[src/rtl/i2r_pkg.sv]
package i2r_pkg;

  localparam int unsigned VALUE_W    = 12;
  localparam int unsigned CHAR_W     = 8;
  localparam int unsigned STEP_COUNT = 13;
  localparam int unsigned STEP_W     = 4;

  localparam logic [VALUE_W-1:0] VALUE_MAX = 12'd3999;

  localparam logic [CHAR_W-1:0] CH_NONE = 8'h00;
  localparam logic [CHAR_W-1:0] CH_I    = 8'h49;
  localparam logic [CHAR_W-1:0] CH_V    = 8'h56;
  localparam logic [CHAR_W-1:0] CH_X    = 8'h58;
  localparam logic [CHAR_W-1:0] CH_L    = 8'h4C;
  localparam logic [CHAR_W-1:0] CH_C    = 8'h43;
  localparam logic [CHAR_W-1:0] CH_D    = 8'h44;
  localparam logic [CHAR_W-1:0] CH_M    = 8'h4D;

  typedef logic [STEP_W-1:0] step_idx_t;

  // Controller to datapath
  typedef struct packed {
    logic load;  // capture a new value
    logic emit;  // produce one letter into the output register
  } i2r_cmd_t;

  // Datapath to controller
  typedef struct packed {
    logic out_free;     // output register can take a letter this cycle
    logic last_letter;  // letter produced now closes the numeral
  } i2r_sts_t;

  function automatic logic [VALUE_W-1:0] step_value(input step_idx_t idx);
    logic [VALUE_W-1:0] v;
    case (idx)
      4'd0:    v = 12'd1000;
      4'd1:    v = 12'd900;
      4'd2:    v = 12'd500;
      4'd3:    v = 12'd400;
      4'd4:    v = 12'd100;
      4'd5:    v = 12'd90;
      4'd6:    v = 12'd50;
      4'd7:    v = 12'd40;
      4'd8:    v = 12'd10;
      4'd9:    v = 12'd9;
      4'd10:   v = 12'd5;
      4'd11:   v = 12'd4;
      4'd12:   v = 12'd1;
      default: v = 12'd0;
    endcase
    return v;
  endfunction

  function automatic logic [CHAR_W-1:0] step_first(input step_idx_t idx);
    logic [CHAR_W-1:0] c;
    case (idx)
      4'd0:    c = CH_M;
      4'd1:    c = CH_C;
      4'd2:    c = CH_D;
      4'd3:    c = CH_C;
      4'd4:    c = CH_C;
      4'd5:    c = CH_X;
      4'd6:    c = CH_L;
      4'd7:    c = CH_X;
      4'd8:    c = CH_X;
      4'd9:    c = CH_I;
      4'd10:   c = CH_V;
      4'd11:   c = CH_I;
      4'd12:   c = CH_I;
      default: c = CH_NONE;
    endcase
    return c;
  endfunction

  // Second letter of a subtractive pair; CH_NONE for single letters
  function automatic logic [CHAR_W-1:0] step_second(input step_idx_t idx);
    logic [CHAR_W-1:0] c;
    case (idx)
      4'd1:    c = CH_M;
      4'd3:    c = CH_D;
      4'd5:    c = CH_C;
      4'd7:    c = CH_L;
      4'd9:    c = CH_X;
      4'd11:   c = CH_V;
      default: c = CH_NONE;
    endcase
    return c;
  endfunction

endpackage

[src/rtl/i2r_ctrl.sv]
module i2r_ctrl (
  input  logic              clk,
  input  logic              rst_n,
  input  logic              in_valid,
  output logic              in_stall,
  output i2r_pkg::i2r_cmd_t cmd,
  input  i2r_pkg::i2r_sts_t sts
);

  typedef enum logic [1:0] {
    ST_IDLE = 2'b01,
    ST_RUN  = 2'b10
  } state_t;

  state_t state_r, state_nxt;

  assign in_stall = (state_r != ST_IDLE);
  assign cmd.load = in_valid && (state_r == ST_IDLE);
  assign cmd.emit = (state_r == ST_RUN) && sts.out_free;

  always_comb begin
    state_nxt = state_r;
    case (state_r)
      ST_IDLE: begin
        if (cmd.load) state_nxt = ST_RUN;
      end
      ST_RUN: begin
        if (cmd.emit && sts.last_letter) state_nxt = ST_IDLE;
      end
      default: state_nxt = ST_IDLE;
    endcase
  end

  always_ff @(posedge clk) begin
    if (!rst_n) begin
      state_r <= ST_IDLE;
    end else begin
      state_r <= state_nxt;
    end
  end

  a_no_load_and_emit: assert property (@(posedge clk) disable iff (!rst_n)
    !(cmd.load && cmd.emit))
    else $error("load and emit in the same cycle");

  a_load_starts_run: assert property (@(posedge clk) disable iff (!rst_n)
    cmd.load |=> (state_r == ST_RUN))
    else $error("accepted value did not start conversion");

  a_last_ends_run: assert property (@(posedge clk) disable iff (!rst_n)
    (cmd.emit && sts.last_letter) |=> (state_r == ST_IDLE))
    else $error("conversion ran past its final letter");

endmodule

[src/rtl/i2r_dp.sv]
module i2r_dp (
  input  logic                               clk,
  input  logic                               rst_n,
  input  i2r_pkg::i2r_cmd_t                  cmd,
  output i2r_pkg::i2r_sts_t                  sts,
  input  logic [i2r_pkg::VALUE_W-1:0]        in_value,
  output logic                               out_valid,
  input  logic                               out_stall,
  output logic [i2r_pkg::CHAR_W-1:0]         out_letter,
  output logic                               out_last,
  output logic                               out_invalid
);

  logic [i2r_pkg::VALUE_W-1:0] rem_r, rem_nxt;
  logic                        invalid_r, invalid_nxt;
  logic                        pend_r, pend_nxt;
  i2r_pkg::step_idx_t          pend_idx_r, pend_idx_nxt;
  logic                        out_valid_r, out_valid_nxt;
  logic [i2r_pkg::CHAR_W-1:0]  out_letter_r, out_letter_nxt;
  logic                        out_last_r, out_last_nxt;
  logic                        out_invalid_r, out_invalid_nxt;

  i2r_pkg::step_idx_t          sel;
  logic [i2r_pkg::VALUE_W-1:0] sel_val;
  logic                        sel_pair;
  logic [i2r_pkg::CHAR_W-1:0]  letter;
  logic                        letter_last;

  // Largest step not above the remainder: independent compares, lowest index wins
  always_comb begin
    sel = i2r_pkg::step_idx_t'(i2r_pkg::STEP_COUNT - 1);
    for (int i = i2r_pkg::STEP_COUNT - 1; i >= 0; i--) begin
      if (rem_r >= i2r_pkg::step_value(i2r_pkg::step_idx_t'(i))) begin
        sel = i2r_pkg::step_idx_t'(i);
      end
    end
  end

  assign sel_val  = i2r_pkg::step_value(sel);
  assign sel_pair = (i2r_pkg::step_second(sel) != i2r_pkg::CH_NONE);

  always_comb begin
    if (invalid_r) begin
      letter      = i2r_pkg::CH_NONE;
      letter_last = 1'b1;
    end else if (pend_r) begin
      letter      = i2r_pkg::step_second(pend_idx_r);
      letter_last = (rem_r == '0);
    end else begin
      letter      = i2r_pkg::step_first(sel);
      letter_last = !sel_pair && (rem_r == sel_val);
    end
  end

  assign sts.out_free    = !out_valid_r || !out_stall;
  assign sts.last_letter = letter_last;

  always_comb begin
    rem_nxt         = rem_r;
    invalid_nxt     = invalid_r;
    pend_nxt        = pend_r;
    pend_idx_nxt    = pend_idx_r;
    out_valid_nxt   = out_valid_r;
    out_letter_nxt  = out_letter_r;
    out_last_nxt    = out_last_r;
    out_invalid_nxt = out_invalid_r;

    if (!out_stall) out_valid_nxt = 1'b0;

    if (cmd.load) begin
      rem_nxt     = in_value;
      invalid_nxt = (in_value == '0) || (in_value > i2r_pkg::VALUE_MAX);
      pend_nxt    = 1'b0;
    end

    if (cmd.emit) begin
      out_valid_nxt   = 1'b1;
      out_letter_nxt  = letter;
      out_last_nxt    = letter_last;
      out_invalid_nxt = invalid_r;
      if (pend_r) begin
        pend_nxt = 1'b0;
      end else if (!invalid_r) begin
        rem_nxt      = rem_r - sel_val;
        pend_nxt     = sel_pair;
        pend_idx_nxt = sel;
      end
    end
  end

  always_ff @(posedge clk) begin
    if (!rst_n) begin
      invalid_r   <= 1'b0;
      pend_r      <= 1'b0;
      out_valid_r <= 1'b0;
    end else begin
      invalid_r   <= invalid_nxt;
      pend_r      <= pend_nxt;
      out_valid_r <= out_valid_nxt;
    end
  end

  always_ff @(posedge clk) begin
    rem_r         <= rem_nxt;
    pend_idx_r    <= pend_idx_nxt;
    out_letter_r  <= out_letter_nxt;
    out_last_r    <= out_last_nxt;
    out_invalid_r <= out_invalid_nxt;
  end

  assign out_valid   = out_valid_r;
  assign out_letter  = out_letter_r;
  assign out_last    = out_last_r;
  assign out_invalid = out_invalid_r;

  a_no_pend_on_invalid: assert property (@(posedge clk) disable iff (!rst_n)
    !(pend_r && invalid_r))
    else $error("second letter pending on an invalid value");

  a_emit_has_work: assert property (@(posedge clk) disable iff (!rst_n)
    (cmd.emit && !invalid_r && !pend_r) |-> (rem_r != '0))
    else $error("letter emitted with nothing left to convert");

  a_emit_into_free_reg: assert property (@(posedge clk) disable iff (!rst_n)
    cmd.emit |-> sts.out_free)
    else $error("letter overwrote a stalled result");

endmodule

[src/rtl/integer_to_roman_numeral.sv]
// Integer to Roman numeral converter. Each input beat carries a 12-bit
// unsigned value; the block answers with its Roman numeral as ASCII letters
// (I V X L C D M), one letter per output beat in reading order, with out_last
// high on the final letter. Conversion is greedy over 1000, 900, 500, 400,
// 100, 90, 50, 40, 10, 9, 5, 4 and 1, so subtractive pairs such as CM or IV
// come out as two consecutive beats. A value of 0 or above 3999 gives a
// single beat with out_letter zero and out_last and out_invalid both high.
// One value is converted at a time: once a value is accepted, each letter
// is loaded into the output register in turn, one letter per cycle while
// the output is not stalled. The next value is accepted as soon as the
// final letter has been loaded into the output register, even if that
// letter is still waiting to be taken. Nothing is kept between values.
module integer_to_roman_numeral (
  input  logic                        clk,
  input  logic                        rst_n,
  input  logic                        in_valid,
  output logic                        in_stall,
  input  logic [i2r_pkg::VALUE_W-1:0] in_value,
  output logic                        out_valid,
  input  logic                        out_stall,
  output logic [i2r_pkg::CHAR_W-1:0]  out_letter,
  output logic                        out_last,
  output logic                        out_invalid
);

  i2r_pkg::i2r_cmd_t cmd;
  i2r_pkg::i2r_sts_t sts;

  // Controller: accept a value, then advance one letter per free output slot
  i2r_ctrl u_ctrl (
    .clk      (clk),
    .rst_n    (rst_n),
    .in_valid (in_valid),
    .in_stall (in_stall),
    .cmd      (cmd),
    .sts      (sts)
  );

  // Datapath: hold the remainder, pick the largest step, drive the output register
  i2r_dp u_dp (
    .clk         (clk),
    .rst_n       (rst_n),
    .cmd         (cmd),
    .sts         (sts),
    .in_value    (in_value),
    .out_valid   (out_valid),
    .out_stall   (out_stall),
    .out_letter  (out_letter),
    .out_last    (out_last),
    .out_invalid (out_invalid)
  );

endmodule
[config.mk]
export PLATFORM = sky130hd
export DESIGN_NAME = integer_to_roman_numeral
export DESIGN_NICKNAME = d
export VERILOG_FILES = /design/src/rtl/i2r_pkg.sv /design/src/rtl/i2r_ctrl.sv /design/src/rtl/i2r_dp.sv /design/src/rtl/integer_to_roman_numeral.sv
export SDC_FILE = /design/constraint.sdc
export NUM_CORES = 1
export LEC_CHECK = 0
export ABC_AREA = 1
export BUFFER_PORTS_ARGS = -buffer_cell sky130_fd_sc_hd__buf_2
export CORE_UTILIZATION = 50
export CTS_CLUSTER_SIZE = 28
export DETAILED_ROUTE_END_ITERATION = 6
export GPL_ROUTABILITY_DRIVEN = 0
export GPL_TIMING_DRIVEN = 0
export MAX_ROUTING_LAYER = met4
export PLACE_DENSITY = 0.81
export RECOVER_POWER = 25
export SKIP_LAST_GASP = 1
export SLEW_MARGIN = 20
export SYNTH_ARGS = -nofsm -noshare
export SYNTH_HDL_FRONTEND = slang
export SYNTH_HIERARCHICAL = 1
export SYNTH_SLANG_ARGS = --single-unit
[constraint.sdc]
create_clock -name clk -period 8.5 [get_ports clk]
set_input_delay 0.85 -clock clk [delete_from_list [all_inputs] [get_ports clk]]
set_output_delay 0.85 -clock clk [all_outputs]
set_load 0.02 [all_outputs]
-- After elaboration in Yosys (flattened, before gate mapping)
Memory sizes are Yosys's and may differ from the RTL's.
Index checks and enable logic that the tools add are counted.
- reductions and logical operators: 14
- multipliers: 0
- shifts and indexed selects: 0
- divide/modulo/power cells: 0
- $add $sub $neg: 1
- eq/ne operators: 19
- bitwise operators: 2
- order comparisons: 13
- mux-type cells: 30
- operators by type and width (kind ; number):
    $pmux W7 S6 ; 2
    $mux W12 ; 4
    $mux W4 ; 8
    $ge A12 B10 Y1 const B ; 2
    $ge A12 B3 Y1 const B ; 2
    $ge A12 B4 Y1 const B ; 2
    $ge A12 B6 Y1 const B ; 2
    $ge A12 B7 Y1 const B ; 2
    $ge A12 B9 Y1 const B ; 2
    $logic_not A12 Y1 ; 2
    $eq A4 B3 Y1 const B ; 4
    $eq A4 B4 Y1 const B ; 4
    $eq A12 B12 Y1 ; 1
    $gt A12 B12 Y1 const B ; 1
    $mux W3 ; 4
    $sub A12 B12 Y12 ; 1
    $eq A4 B1 Y1 const B ; 2
    $eq A4 B2 Y1 const B ; 2
    $mux W1 ; 8
    $mux W8 ; 1
    $reduce_bool A8 Y1 ; 1
    $logic_and A1 B1 Y1 ; 4
    $mux W2 ; 2
    $ne A2 B1 Y1 const B ; 2
    other kinds (9) ; 14
- memories: 2
- ROM bits: 256
- bits in registers: 31
- logic and storage cells: 90
- RAM bits: 0
- bits in latches: 0
- memory list (name ; words ; bits a word ; rd ports ; clocked after memory_dff ; wr ports ; RTL line ; text):
    (name not given) ; 16 ; 10 ; 1 ; 0 ; 0 ; i2r_pkg.sv:35 ; case (idx)
    (name not given) ; 16 ; 6 ; 1 ; 0 ; 0 ; i2r_pkg.sv:56 ; case (idx)

-- Longest topological paths before layout
Gate-level depths: netlist of the first run.
- depth after elaboration: 23
- gate-level depth with buffers: 30
- mapped depth without buffers: 30

-- By module
Netlist of the first run, hierarchy kept.
- modules (own cells, without submodules) (module ; sequential area each (µm²) ; instances ; area each (µm²) ; cells each):
    i2r_dp ; 660.6 ; 1 ; 2230.9 ; 336
    i2r_ctrl ; 40.0 ; 1 ; 105.1 ; 14

-- Least setup slack after synthesis of the first run
Ideal clock, no wire load.
- path kind: flip-flop to flip-flop
- start: register u_dp/rem_r[10] in the netlist's numbering
- end: register u_dp/rem_r[11] in the netlist's numbering
- stages on the path, launching flop included: 28
- arrival time: 3.208 ns
- setup slack: 5.156 ns
- library setup time: 0.136 ns
- cell sequence: dfxtp_1 -> nor2_4 -> nand2_4 -> or2_1 -> nor2_1 -> nand2_1 -> clkinv_1 -> nand2_1 -> nand2_1 -> nand2_1 -> nand2_1 -> nand2_2 -> nand2_4 -> ha_1 -> inv_1 -> o21ai_0 -> inv_1 -> ha_1 -> nand2_1 -> nor2_1 -> nor2_1 -> o221ai_1 -> nand2_1 -> a21boi_0 -> o21ai_0 -> nand3_1 -> nand3_1 -> o21ai_0
- cells in the longest elaborated chain, start to end: 18
- ends and longest elaborated chain (item ; RTL line ; text):
    start: declaration ; i2r_dp.sv:14 ; logic [i2r_pkg::VALUE_W-1:0] rem_r, rem_nxt;
    start signal: assignment ; i2r_dp.sv:104 ; rem_r <= rem_nxt;
    $ge A12 B3 Y1 ; i2r_dp.sv:33 ; if (rem_r >= i2r_pkg::step_value(i2r_pkg::step_idx_t'(i))) begin
    $mux W3 (4 in a row) ; i2r_dp.sv:33 ;
    $mux W4 (8 in a row) ; i2r_dp.sv:33 ;
    $mem_v2 Z16 W10 ; -- ;
    $sub A12 B12 Y12 * ; i2r_dp.sv:84 ; rem_nxt = rem_r - sel_val;
    $mux W12 * ; i2r_dp.sv:83 ; end else if (!invalid_r) begin
    $mux W12 * ; i2r_dp.sv:81 ; if (pend_r) begin
    $mux W12 * ; i2r_dp.sv:76 ; if (cmd.emit) begin
    net u_dp.rem_nxt, one bit ; i2r_dp.sv:14 ;
Mark *: on every way through the listed nets, which the timed path passes. The rest lies on a longest branch.
A chain may end at the register's enable or synchronous reset.

-- Worst setup path after layout of the first run
- start: register u_dp/rem_r[10] in the netlist's numbering
- end: register u_dp/rem_r[11] in the netlist's numbering
- RTL lines (item ; RTL line ; text):
    $ge A12 B6 Y1 ; i2r_dp.sv:33 ;
    $mux W4 (7 in a row) ; i2r_dp.sv:33 ;
    $mux W4 * ; i2r_dp.sv:33 ;
    net u_dp.sel[3] ; i2r_dp.sv:23 ; i2r_pkg::step_idx_t sel;
    $mem_v2 Z16 W10 * ; -- ;
    $sub A12 B12 Y12 * ; i2r_dp.sv:84 ;
    $mux W12 * ; i2r_dp.sv:83 ;
    $mux W12 * ; i2r_dp.sv:81 ;
    $mux W12 * ; i2r_dp.sv:76 ;
    net u_dp.rem_nxt, one bit ; i2r_dp.sv:14 ;
Marked as above.

==> results of run 1 <==
## final timing paths
path	to	slack [ps]	cells after the start
worst max-delay path	u_dp/rem_r[11]	4450	28
worst min-delay path	u_dp/out_valid	520	2
worst max register to register	u_dp/rem_r[11]	4450	28
worst min register to register	u_dp/out_valid	520	2
## kinds of logic (layout without fill, tap and decap cells)
logic type,after synthesis,in the layout,synth area share [%]
flops,29,29,30.0
buf+inv,65,98,11.0
compound gates,68,68,16.4
other cells,1,2,0.161
xor+xnor,4,4,1.50
fa+ha+maj,13,13,7.28
simple gates,170,170,33.6
## sequential cells by signal, summed over array words and instances (netlist names)
signal            flops
u_dp/out_letter       6
u_dp/pend_idx_r       4
u_dp/out_valid        1
u_dp/out_invalid      1
u_dp/out_last         1
u_ctrl/state_r        2
u_dp/rem_r           12
u_dp/invalid_r        1
u_dp/pend_r           1
## worst max-delay path, delay by kind of cell (launching register included)
kind	cells	cell delay (ps)
DFF	1	360
adders and majority gates	2	500
and+or+nand+nor	18	1760
AOI/OAI and AO/OA	5	1050
buffers and inverters	3	220
## area by class of cell
type	instances	share of cell area, %
buffer	10	1.91
clock buffer	6	3.15
clock inverter	2	0.335
inverter	55	7.89
multi-input combinational	257	52.7
sequential	29	26.8
tap	52	2.49
timing repair buffer	25	4.73
## per-stage QoR
step	cell area, um2	cells	hold WS, ps	util, %
CTS	2620	436	519	59.4
global route	2620	436	540	59.3
detailed placement	2530	428	510	57.3
finish	2620	436	519	59.3
floorplan	2340	351	470	-
global placement	2530	428	492	57.3
## where the power goes
group          internal, W  total, W  switching, W  leakage, nW
Combinational    0.0000879  0.000238      0.000150        0.952
Sequential        0.000162  0.000181     0.0000183        0.250
Clock            0.0000640  0.000116     0.0000524       0.0486
## per-layer routing
layer / up-vias / wire length [um] / global-route usage [%]
met5: - / 0 / -
met1: 1005 / 2370 / 26.6
met4: 0 / 136 / 11.3
li1: 1216 / - / -
met3: 12 / 239 / 4.62
met2: 60 / 2610 / 40.4
## layout by cell type (no fill, tap or decap), types with 5 or more instances in the layout
cell type,netlist,final
buf_2,1,25
ha_1,12,12
nand3_1,19,19
nand4_1,6,6
nand2_1,87,87
inv_1,49,49
a21oi_1,14,14
dfxtp_1,17,17
nand2_2,6,6
nor2_4,5,5
clkbuf_8,0,6
edfxtp_1,12,12
clkbuf_1,6,7
nor2_1,31,32
o21ai_0,35,35
==> flow_summary.yaml, run 1 <==
outcome:
  status: "finished, final reports clean"
clocking:
  clockRootBuffer: "clkbuf_8"
  insertion_delay_ps: 280
  htreeDepth: 2
  path_clk_slew_ps: 60
  cts_repair_resize_count: 0
  clkSinkCount: 29
  cts_setup_buffers: 0
  cts_tree: "built"
  clockBufferDepth: 2
  cts_hold_buf: 0
  cts_made_buffers: 5
worst_hold_path:
  hp-class: "reg2reg"
  min_from: "u_dp/out_valid"
die:
  num_rows: 24
  fp.dieW_um: 70.4
  core_area_um2: 4410
  initial_core_util_pct: 52.9
  die_h_um: 70.4
  die-area_um2: 4950
  ios: 28
drt:
  drt_iter0_markers: 136
  wl_um: 5360
  vias: 2293
  drc: 0
  via_per_inst: 5.26
  final_antenna_net_count: 0
  drt-pass1-iter-count: 4
  wl_per_cell_um: 12.3
worst_setup_path:
  critPathArrivalTime_ps: 4190
  slowest_delay_ps: 410
  crit_path_top_delay_cell: "o21ai_0"
  timing.rr.start: "u_dp/rem_r[10]"
  end_kind: "register"
  cp_max_fo: 6
  cp.required_ps: 8650
  critPathLaunch: "u_dp/rem_r[10]"
  crit_top_cell: "nand2_1"
  startpoint_type: "register"
  path_class: "reg2reg"
sta:
  skew_ps: 5.09
  layout_setup_ws_ps: 4450
  tightestPinTransition_ps: 643
  setup_viol: 0
  rsz0062_at_grt: "false"
  final_hold_viol_count: 0
  fin_crit_ps: 4050
  maxSlewViolCount: 0
  tns_ps: 0
  min_period_over_period_pct: 47.6
  maxSlewHeadroom_pct: 57.1
  fmax_mhz: 247
synth:
  yosys_warnings: 6
  ys_top_cells_by_count: "nand2_1 (87), inv_1 (49), o21ai_0 (35), nor2_1 (31), nand3_1 (19)"
  ys.flop_type: "dfxtp_1"
  yosys_register_bits: 29
  async_flop_share_pct: 0
  postSynthAreaPerCell_um2: 6.67
  synth.distinct_cells: 42
  netlist_instances: 350
  synth_enable_flop_cells: 12
  yosysMostFrequentCell: "nand2_1"
  netlist_area_um2: 2340
  synth_largest_type_area_fraction_pct: 15.4
  synth_top_cell_by_area: "edfxtp_1"
  synthTopCellsByArea: "edfxtp_1 (15%), dfxtp_1 (15%), nand2_1 (14%), inv_1 (7.9%), o21ai_0 (7.5%)"
  ys_seq_area_share_pct: 30.0
placement:
  portBuffers: 25
  hpwl_um: 4300
  dp_slack_ps: 4540
job:
  maxCapViolCount: 0
global_route:
  antenna_found_initial: 0
  overflow: 0
  track_usage_pct: 23.8
  grt_pass1_vias: 2089
  grt_start_max_net_pins: 14
  grt_pass1_wl_um: 8960
final_layout:
  syn_to_final_growth_pct: 12.1
  seq_area_um2: 701
  multi_input_area_um2: 1380
  antennaDiodeCount: 0
  nets: 412
  n_fill_cell: 422
  drive_gt1_share_pct: 15.4
pwr:
  finalPower_w: 0.000535
  ir_drop_mv: 0.125
  p_leak_nw: 1.25
  powerDensity_nw_per_um2: 204
(Power assumes the default switching activity.)
==> run 2, diff against run 1 <==
Clock period 8.5 ns to 3.8 ns, I/O delays scaled along.
==> run 2 against run 1 <==
Net effect:
- flip-flop and latch count is the same
- largest cell class unchanged
- maximum frequency grew 14%
- wire length grew 6.4%
- global-route usage is the same
- sequential power grew 130%
- die area is the same
- hold slack lost 220 ps
- critical path type unchanged
==> flow_summary.yaml, run 2 (same netlist as run 1, synthesis figures left out) <==
outcome:
  status: "finished, final reports clean"
placement:
  portBuffers: 25
  hpwl_um: 4300
drt:
  drt_iter0_markers: 107
  wl_per_cell_um: 12.8
  via_per_inst: 5.35
  final_antenna_net_count: 0
  vias: 2380
  drc: 0
  drt-pass1-iter-count: 4
  wl_um: 5700
worst_setup_path:
  path_class: "reg2reg"
  cp_num_cells: 22
  end_kind: "register"
  critPathArrivalTime_ps: 3680
  crit_family: "simple AND/OR/NAND/NOR gates"
  cp_max_fo: 8
  startpoint_type: "register"
  r2r_slack_ps: 260
  crit_top_cell: "nand2_1"
  reg2reg_to: "u_dp/rem_r[10]"
  path_cells: "buf_4 -> nor2_1 -> nand2_1 -> nor2_4 -> and2_1 -> nand2_1 -> nand2_1 -> nand2_1 -> nand2_1 -> nand2_4 -> ha_4 -> o21ai_4 -> nor2_1 -> ha_2 -> fa_2 -> nor2_2 -> o21ai_1 -> o211ai_1 -> a221oi_2 -> or2_2 -> nand3_1 -> o21ai_0"
  cp.required_ps: 3940
  slowest_delay_ps: 380
  cp.buffers_inverters: 1
  crit_path_top_delay_cell: "fa_2"
  timing.rr.start: "u_dp/rem_r[4]"
  worst-r2r-cell-count: 22
final_layout:
  fin_util_pct: 63.3
  syn_to_final_growth_pct: 19.6
  largest_reg_flops: 12
  largest_register: "u_dp/rem_r"
  nets: 421
  antennaDiodeCount: 0
  drive_gt1_share_pct: 22.1
  final_common_cell: "nand2_1"
  mostFrequentLayoutCells: "nand2_1 (86), inv_1 (49), o21ai_0 (31), nor2_1 (28), buf_2 (24)"
die:
  die-area_um2: 4950
  fp.dieW_um: 70.4
  core_area_um2: 4410
  ios: 28
  num_rows: 24
  die_h_um: 70.4
  initial_core_util_pct: 52.9
clocking:
  clockBufferDepth: 2
  insertion_delay_ps: 280
  cts_tree: "built"
  clockRootBuffer: "clkbuf_8"
  htreeDepth: 2
  clkSinkCount: 29
  cts_made_buffers: 5
  path_clk_slew_ps: 60
worst_hold_path:
  hp-class: "in2reg"
  hold_path_end: "u_ctrl/state_r[0]"
  holdPathStages: 2
  min_from: "rst_n"
sta:
  fmax_mhz: 283
  rsz0062_at_grt: "true"
  tns_ps: 0
  min_period_over_period_pct: 93.1
  maxSlewViolCount: 0
  tightestPinTransition_ps: 627
  final_hold_viol_count: 0
  skew_ps: 3.05
  setup_viol: 0
  maxSlewHeadroom_pct: 58.2
  fin_crit_ps: 3540
pwr:
  p_leak_nw: 1.31
  ir_drop_mv: 0.316
  powerDensity_nw_per_um2: 466
job:
  maxCapViolCount: 0
global_route:
  grt_pass1_vias: 2089
  overflow: 0
  grt_pass1_wl_um: 8960
  grt_start_max_net_pins: 14
  track_usage_pct: 23.8
  antenna_found_initial: 0
[run 2: changes by cell type in the layout (fill, tap and decap cells not counted), sizes merged]
| cell | change |
|---|---|
| buf | +9 |
[run 2: worst max-delay path by stage]
stage                         startpoint        endpoint
after floorplan           u_dp/rem_r[10]  u_dp/rem_r[11]
after global placement    u_dp/rem_r[10]  u_dp/rem_r[11]
after detailed placement  u_dp/rem_r[10]  u_dp/rem_r[11]
after CTS                  u_dp/rem_r[4]  u_dp/rem_r[11]
after global routing       u_dp/rem_r[4]  u_dp/rem_r[11]
final                      u_dp/rem_r[4]  u_dp/rem_r[10]
[run 2: per-stage QoR]
stage               hold WS, ps  area (um2)  worst slack (ps)  power (W)  cells
floorplan                   449        2340               456   0.000818    351
global placement            492        2530             -62.1   0.000918    428
detailed placement          510        2530              -158   0.000931    428
CTS                         293        2620              20.6    0.00120    436
global route                305        2790             -38.2    0.00140    445
finish                      304        2790               261    0.00130    445
[run 2: timing repair]
| item | CTS | global route |
|---|---|---|
| gates resized for setup | 2 | 27 |
| buffers inserted | 0 | 9 |
| hold buffers | 0 | 0 |
| endpoints found under the setup margin | 2 | 7 |
| pin swaps | 0 | 8 |
[run 2: where the power goes]
group | switching [W] | internal (W)
combinational | 0.000376 | 0.000254
sequential | 0.0000461 | 0.000364
clock | 0.000119 | 0.000143
[run 2: layout make-up]
| cell class | instances | area [um2] |
|---|---|---|
| clock buffer | 6 | 82.6 |
| buffer | 10 | 52.6 |
| clock inverter | 2 | 8.76 |
| fill | 398 | 1620 |
| tap | 52 | 65.1 |
| multi-input combinational | 257 | 1480 |
| inverter | 55 | 206 |
| timing repair buffer | 34 | 191 |
| sequential | 29 | 702 |
[run 2: routing by layer]
layer | global-route usage (%) | wire, um
met4 | 11.3 | 148
met1 | 26.6 | 2450
met3 | 4.62 | 273
met2 | 40.4 | 2830
met5 | - | 0
